[src/rtl/core/spq_pkg.sv]
// ----------------------------------------------------------------------------
// spq_pkg
// shared codes and control types for the sorted priority queue core
// ----------------------------------------------------------------------------
package spq_pkg;

    // command codes of an input word
    localparam logic CMD_INSERT = 1'b0;
    localparam logic CMD_PULL   = 1'b1;

    // status codes of an output word
    localparam logic [1:0] ST_OK         = 2'd0;
    localparam logic [1:0] ST_PULL_EMPTY = 2'd1;
    localparam logic [1:0] ST_INSERT_FULL = 2'd2;

    // per-cycle control broadcast to every cell
    typedef struct packed {
        logic insert_en;
        logic pull_en;
    } t_spq_ctrl;

endpackage

[src/rtl/core/spq_cell.sv]
// ----------------------------------------------------------------------------
// spq_cell
// one slot of the sorted chain: keeps, takes the new entry or shifts
// ----------------------------------------------------------------------------
module spq_cell
    import spq_pkg::*;
#(
    parameter int VALUE_WIDTH    = 32,
    parameter int PRIORITY_WIDTH = 16
) (
    input  logic                             i_clk,
    input  t_spq_ctrl                        i_ctrl,
    input  logic                             i_occ,
    input  logic                             i_left_ge,
    input  logic [VALUE_WIDTH-1:0]           i_left_value,
    input  logic signed [PRIORITY_WIDTH-1:0] i_left_prio,
    input  logic [VALUE_WIDTH-1:0]           i_right_value,
    input  logic signed [PRIORITY_WIDTH-1:0] i_right_prio,
    input  logic [VALUE_WIDTH-1:0]           i_new_value,
    input  logic signed [PRIORITY_WIDTH-1:0] i_new_prio,
    output logic                             o_ge,
    output logic [VALUE_WIDTH-1:0]           o_value,
    output logic signed [PRIORITY_WIDTH-1:0] o_prio
);

    logic [VALUE_WIDTH-1:0]           r_value;
    logic signed [PRIORITY_WIDTH-1:0] r_prio;
    logic [VALUE_WIDTH-1:0]           n_value;
    logic signed [PRIORITY_WIDTH-1:0] n_prio;

    // occupied and ranked at or above the new entry: stays put
    assign o_ge    = i_occ && (r_prio >= i_new_prio);
    assign o_value = r_value;
    assign o_prio  = r_prio;

    always_comb begin
        n_value = r_value;
        n_prio  = r_prio;
        if (i_ctrl.insert_en) begin
            if (!o_ge) begin
                if (i_left_ge) begin
                    n_value = i_new_value;
                    n_prio  = i_new_prio;
                end else begin
                    n_value = i_left_value;
                    n_prio  = i_left_prio;
                end
            end
        end else if (i_ctrl.pull_en) begin
            n_value = i_right_value;
            n_prio  = i_right_prio;
        end
    end

    always_ff @(posedge i_clk) begin
        r_value <= n_value;
        r_prio  <= n_prio;
    end

endmodule

[src/rtl/core/sorted_priority_queue_core.sv]
// ----------------------------------------------------------------------------
// sorted_priority_queue_core
// bounded priority queue held as a sorted chain of cells, head in cell 0
// ----------------------------------------------------------------------------
//
//  channel | valid       | stall        | payload
//  --------+-------------+--------------+---------------------------------------
//  input   | i_in_valid  | o_in_stall   | i_command, i_value_in, i_priority_in
//  output  | o_out_valid | i_out_stall  | o_pulled_value, o_head_value,
//          |             |              | o_is_empty, o_entry_count, o_status
//
//  one word per cycle while the input is not stalled: every cell decides keep /
//  take new / shift in parallel, so the whole chain updates together and the
//  result word is registered; it is valid in the cycle after input accept.
//  the input stalls only while a finished output word waits and is stalled.
//  i_rst_n (synchronous, active low) empties the queue and the output stage;
//  cell contents are not cleared, only slots below the count are ever read.
//
module sorted_priority_queue_core
    import spq_pkg::*;
#(
    parameter int CAPACITY       = 16,
    parameter int VALUE_WIDTH    = 32,
    parameter int PRIORITY_WIDTH = 16,
    localparam int CNT_W         = $clog2(CAPACITY + 1)
) (
    input  logic                             i_clk,
    input  logic                             i_rst_n,
    // input words
    input  logic                             i_in_valid,
    output logic                             o_in_stall,
    input  logic                             i_command,
    input  logic [VALUE_WIDTH-1:0]           i_value_in,
    input  logic signed [PRIORITY_WIDTH-1:0] i_priority_in,
    // output words
    output logic                             o_out_valid,
    input  logic                             i_out_stall,
    output logic [VALUE_WIDTH-1:0]           o_pulled_value,
    output logic [VALUE_WIDTH-1:0]           o_head_value,
    output logic                             o_is_empty,
    output logic [CNT_W-1:0]                 o_entry_count,
    output logic [1:0]                       o_status
);

    // chain wiring between neighbor cells
    logic                             w_ge    [CAPACITY];
    logic [VALUE_WIDTH-1:0]           w_value [CAPACITY];
    logic signed [PRIORITY_WIDTH-1:0] w_prio  [CAPACITY];

    logic [CNT_W-1:0] r_count;
    logic [CNT_W-1:0] n_count;

    logic             w_accept;
    logic             w_full;
    logic             w_empty;
    t_spq_ctrl        w_ctrl;

    // output stage
    logic                   r_out_valid;
    logic [VALUE_WIDTH-1:0] r_pulled;
    logic [VALUE_WIDTH-1:0] r_head;
    logic [CNT_W-1:0]       r_out_count;
    logic [1:0]             r_status;
    logic [VALUE_WIDTH-1:0] n_pulled;
    logic [VALUE_WIDTH-1:0] n_head;
    logic [1:0]             n_status;

    // accept whenever the output register is free or being drained
    assign o_in_stall = r_out_valid && i_out_stall;
    assign w_accept   = i_in_valid && !o_in_stall;
    assign w_full     = (r_count == CNT_W'(CAPACITY));
    assign w_empty    = (r_count == '0);

    assign w_ctrl.insert_en = w_accept && (i_command == CMD_INSERT) && !w_full;
    assign w_ctrl.pull_en   = w_accept && (i_command == CMD_PULL) && !w_empty;

    // the row of cells
    for (genvar g = 0; g < CAPACITY; g++) begin : g_cell
        logic                             w_left_ge;
        logic [VALUE_WIDTH-1:0]           w_left_value;
        logic signed [PRIORITY_WIDTH-1:0] w_left_prio;
        logic [VALUE_WIDTH-1:0]           w_right_value;
        logic signed [PRIORITY_WIDTH-1:0] w_right_prio;

        if (g == 0) begin : g_first
            // head cell: nothing to its left, so it takes the new entry directly
            assign w_left_ge    = 1'b1;
            assign w_left_value = i_value_in;
            assign w_left_prio  = i_priority_in;
        end else begin : g_mid
            assign w_left_ge    = w_ge[g-1];
            assign w_left_value = w_value[g-1];
            assign w_left_prio  = w_prio[g-1];
        end

        if (g == CAPACITY - 1) begin : g_last
            // tail cell empties on a pull, its contents no longer matter
            assign w_right_value = w_value[g];
            assign w_right_prio  = w_prio[g];
        end else begin : g_inner
            assign w_right_value = w_value[g+1];
            assign w_right_prio  = w_prio[g+1];
        end

        spq_cell #(
            .VALUE_WIDTH    (VALUE_WIDTH),
            .PRIORITY_WIDTH (PRIORITY_WIDTH)
        ) u_cell (
            .i_clk         (i_clk),
            .i_ctrl        (w_ctrl),
            .i_occ         (CNT_W'(g) < r_count),
            .i_left_ge     (w_left_ge),
            .i_left_value  (w_left_value),
            .i_left_prio   (w_left_prio),
            .i_right_value (w_right_value),
            .i_right_prio  (w_right_prio),
            .i_new_value   (i_value_in),
            .i_new_prio    (i_priority_in),
            .o_ge          (w_ge[g]),
            .o_value       (w_value[g]),
            .o_prio        (w_prio[g])
        );
    end

    // count and result word for the accepted input
    always_comb begin
        n_count  = r_count;
        n_pulled = '0;
        n_status = ST_OK;
        if (w_ctrl.insert_en) begin
            n_count = r_count + CNT_W'(1);
        end else if (w_ctrl.pull_en) begin
            n_count  = r_count - CNT_W'(1);
            n_pulled = w_value[0];
        end else if (i_command == CMD_PULL) begin
            n_status = ST_PULL_EMPTY;
        end else begin
            n_status = ST_INSERT_FULL;
        end
    end

    // head after the step, taken from what cell 0 is about to hold
    always_comb begin
        n_head = w_value[0];
        if (n_count == '0) begin
            n_head = '0;
        end else if (w_ctrl.insert_en && !w_ge[0]) begin
            n_head = i_value_in;
        end else if (w_ctrl.pull_en) begin
            n_head = w_value[1];
        end
    end

    always_ff @(posedge i_clk) begin
        if (!i_rst_n) begin
            r_count     <= '0;
            r_out_valid <= 1'b0;
        end else begin
            r_count <= n_count;
            if (w_accept) begin
                r_out_valid <= 1'b1;
            end else if (!i_out_stall) begin
                r_out_valid <= 1'b0;
            end
        end
    end

    always_ff @(posedge i_clk) begin
        if (w_accept) begin
            r_pulled    <= n_pulled;
            r_head      <= n_head;
            r_out_count <= n_count;
            r_status    <= n_status;
        end
    end

    assign o_out_valid    = r_out_valid;
    assign o_pulled_value = r_pulled;
    assign o_head_value   = r_head;
    assign o_is_empty     = (r_out_count == '0);
    assign o_entry_count  = r_out_count;
    assign o_status       = r_status;

endmodule

[config.mk]
export PLATFORM = sky130hd
export DESIGN_NAME = sorted_priority_queue_core
export DESIGN_NICKNAME = d
export VERILOG_FILES = /design/src/rtl/core/spq_pkg.sv /design/src/rtl/core/spq_cell.sv /design/src/rtl/core/sorted_priority_queue_core.sv
export SDC_FILE = /design/constraint.sdc
export NUM_CORES = 2
export LEC_CHECK = 0
export CORE_MARGIN = 8
export CORE_UTILIZATION = 30
export CTS_CLUSTER_SIZE = 24
export DETAILED_ROUTE_END_ITERATION = 10
export DONT_BUFFER_PORTS = 1
export PLACE_DENSITY = 0.42
export SLEW_MARGIN = 20
export SYNTH_ARGS = -nofsm -noshare
export SYNTH_HDL_FRONTEND = slang
export SYNTH_SLANG_ARGS = --single-unit
[constraint.sdc]
create_clock -name i_clk -period 6.35 [get_ports i_clk]
set_input_delay 0 -clock i_clk [delete_from_list [all_inputs] [get_ports i_clk]]
set_output_delay 0 -clock i_clk [all_outputs]
set_load 0.05 [all_outputs]
==> impl_metrics.env <==
export IMPL_status="finished, final reports clean"
export IMPL_cts_root_buf="clkbuf_16"
export IMPL_critPathKind="input pin to register"
export IMPL_worstHoldPathType="input pin to register"
export IMPL_area_delta_synth_final_pct=12.1
export IMPL_grt_pass1_vias=32800
export IMPL_clk_pin_slew_ns=0.07
export IMPL_fin_crit_ns=4.84
export IMPL_synth_commonest_cells="a21oi_1 (990), edfxtp_1 (839), nor2_1 (707)"
export IMPL_clock_sinks=845
export IMPL_cap_violations=0
export IMPL_drive_gt1_share_pct=7.23
export IMPL_switchingPower_uw=5130
export IMPL_htree_levels=3
export IMPL_timing_fmax_mhz=207
export IMPL_placed_cell_area_mm2=0.0495
export IMPL_antenna_left=0
export IMPL_cts_buffer_depth=3
export IMPL_p_leak_uw=0.0219
export IMPL_fp_coreArea_mm2=0.158
export IMPL_die_area_mm2=0.172
export IMPL_portBuffers=0
export IMPL_dieWidth_um=414
export IMPL_synth_warnings=0
export IMPL_drt_iter0_markers=2941
export IMPL_min_path_cells=4
export IMPL_critPathRequiredTime_ns=6.56
export IMPL_holdBufCountCts=53
export IMPL_dieHeight_um=414
export IMPL_cp_start_kind="input pin"
export IMPL_num_rows=146
export IMPL_antenna_found_initial=16
export IMPL_gp_congestion=0.823
export IMPL_async_flop_share_pct=0
export IMPL_worst_slew_pin_slew_ns=1.15
export IMPL_power_density_mw_per_mm2=311
export IMPL_drc=0
export IMPL_synth_top_cell_area_share_pct=52.9
export IMPL_synthFlopType="edfxtp_1"
export IMPL_vdd_drop_max_mv=0.227
export IMPL_stdcell_count=6599
export IMPL_crit_fanout=47
export IMPL_cp_arrival_ns=5.04
export IMPL_syn_nets=4898
export IMPL_setup_slack_ns=1.51
export IMPL_yosysMostFrequentCell="a21oi_1"
export IMPL_start_util_pct=30.1
export IMPL_post_drt_via_cell_ratio=5.17
export IMPL_via_count=34100
export IMPL_post_cts_buffers=0
export IMPL_grt_pass1_wl_um=227000
export IMPL_synth_edf_count=839
export IMPL_avgSynthCellArea_um2=10.4
export IMPL_seqPwrFrac_pct=47.1
export IMPL_clock_skew_ns=0.0212
export IMPL_worstSetupEndpointType="register"
export IMPL_grt_overflow=0
export IMPL_cts_resized=0
export IMPL_drt_wl_total_um=151000
export IMPL_track_usage_pct=16.8
export IMPL_setup_tns_ns=0
export IMPL_final_cell_area_mm2=0.0533
export IMPL_swShare_pct=30.9
export IMPL_grt_max_degree=209
export IMPL_cts_buffers=99
export IMPL_ys_seq_area_share_pct=53.2
export IMPL_setup_violations_final=0
export IMPL_clkPwrFrac_pct=34.9
export IMPL_p_total_uw=16600
export IMPL_combPwrFrac_pct=18.0
export IMPL_synthesis_area_mm2=0.0476
export IMPL_ys_types=63
export IMPL_p_int_uw=11500
export IMPL_rsz0062_at_grt="false"
export IMPL_postSynthCellCount=4586
export IMPL_wl_per_cell_um=22.9
export IMPL_firstDrtPassIters=5
export IMPL_nets=4752
export IMPL_yosysTopAreaCell="edfxtp_1"
export IMPL_post_route_period_util_pct=76.2
export IMPL_slew_headroom_pct=23.4
export IMPL_slew_viol_final=0
export IMPL_hold_viol=0
export IMPL_synthTopCellsByArea="edfxtp_1 (53%), a21oi_1 (10%), mux2i_1 (9.4%)"
export IMPL_hpwl_um=100000
export IMPL_ys_ff_latch=845
export IMPL_cts_tree="yes"
export IMPL_clk_latency_ns=0.71
export IMPL_pre_cts_slack_ns=2.30
export IMPL_rr_worst_depth=10
export IMPL_io_pins=127
export IMPL_post_place_cells=6357
==> power by group through the flow <==
stage / combinational [µW] / sequential (µW) / clock [µW]
final: 2990 / 7810 / 5790
after global routing: 3350 / 7900 / 6160
after CTS: 3010 / 7820 / 5980
after detailed placement: 2870 / 7930 / 0
after global placement: 2840 / 7920 / 0
after floorplan: 2110 / 7730 / 0
==> critical path, cell delays in order <==
cell and delay [ns]:
dlygate4sd3_1 1.23, inv_1 0.69, ha_1 0.55, nand4_1 0.14
or3_1 0.33, a21oi_1 0.15, or4_1 0.22, a31o_2 0.47
buf_4 0.51, nand2_1 0.67
==> layout by cell type, fill, tap and decap left out, drive strengths merged, types with 18 or more instances in the layout <==
cell	instances
nand3	24
mux2	48
ha	259
a21oi	990
o21ai	172
and2	38
clkbuf	119
dlygate4sd3	53
nand2	328
nor2	707
mux2i	446
buf	80
nor2b	18
clkinv	48
a21o	30
a211oi	38
nand4	48
inv	57
edfxtp	839
==> state kept, by name, indices dropped and copies added (netlist names) <==
signal                 count
g_cell.u_cell.o_value    512
g_cell.u_cell.o_prio     256
o_head_value              32
o_pulled_value            32
o_entry_count              5
r_count                    5
o_status                   2
o_out_valid                1
==> cells by family after synthesis <==
| family | count (synthesis) | share of synthesized area (%) |
|---|---|---|
| AO/OA/AOI/OAI | 1321 | 14.9 |
| AND/OR/NAND/NOR | 1230 | 10.7 |
| flip-flops | 845 | 53.2 |
| multiplexers | 494 | 10.5 |
| buffers and inverters | 435 | 3.84 |
| adder cells (fa/ha/maj) | 259 | 6.81 |
| XOR/XNOR | 2 | 0.0368 |
==> per-layer routing <==
layer	track usage [%]	share of wire, %	vias up
li1	-	-	16500
met1	26.0	51	16500
met2	24.7	42	908
met3	2.14	5.4	183
met4	4.25	2.0	10
met5	0	0.045	-
==> path summary, 6_finish.rpt <==
| kind | from | to | slack [ns] |
|---|---|---|---|
| min reg2reg | g_cell[2].u_cell.o_value[8] | g_cell[1].u_cell.o_value[8] | 0.55 |
| max reg2reg | r_count[0] | o_head_value[31] | 2.31 |
| min | i_command | o_pulled_value[1] | 0.08 |
| max | i_priority_in[7] | g_cell[0].u_cell.o_prio[10] | 1.51 |
==> per-stage QoR <==
stage | hold WS (ns) | util (%)
final | 0.0818 | 33.8
after global routing | 0.119 | 33.7
after CTS | 0.0246 | 33.7
after detailed placement | 0.124 | 31.3
after global placement | 0.121 | 31.3
after floorplan | 0.118 | -
==> final cells by class <==
cell class	instances	area, µm²
fillers	15900	105000
inverters	55	208
well taps	2072	2590
repair buffers	133	1230
clock buffers	119	2620
clock inverters	62	614
flip-flops and latches	845	25300
multi-input cells	3306	20700
diodes	7	17.5
Note: power is estimated with default switching activity, not from simulation.
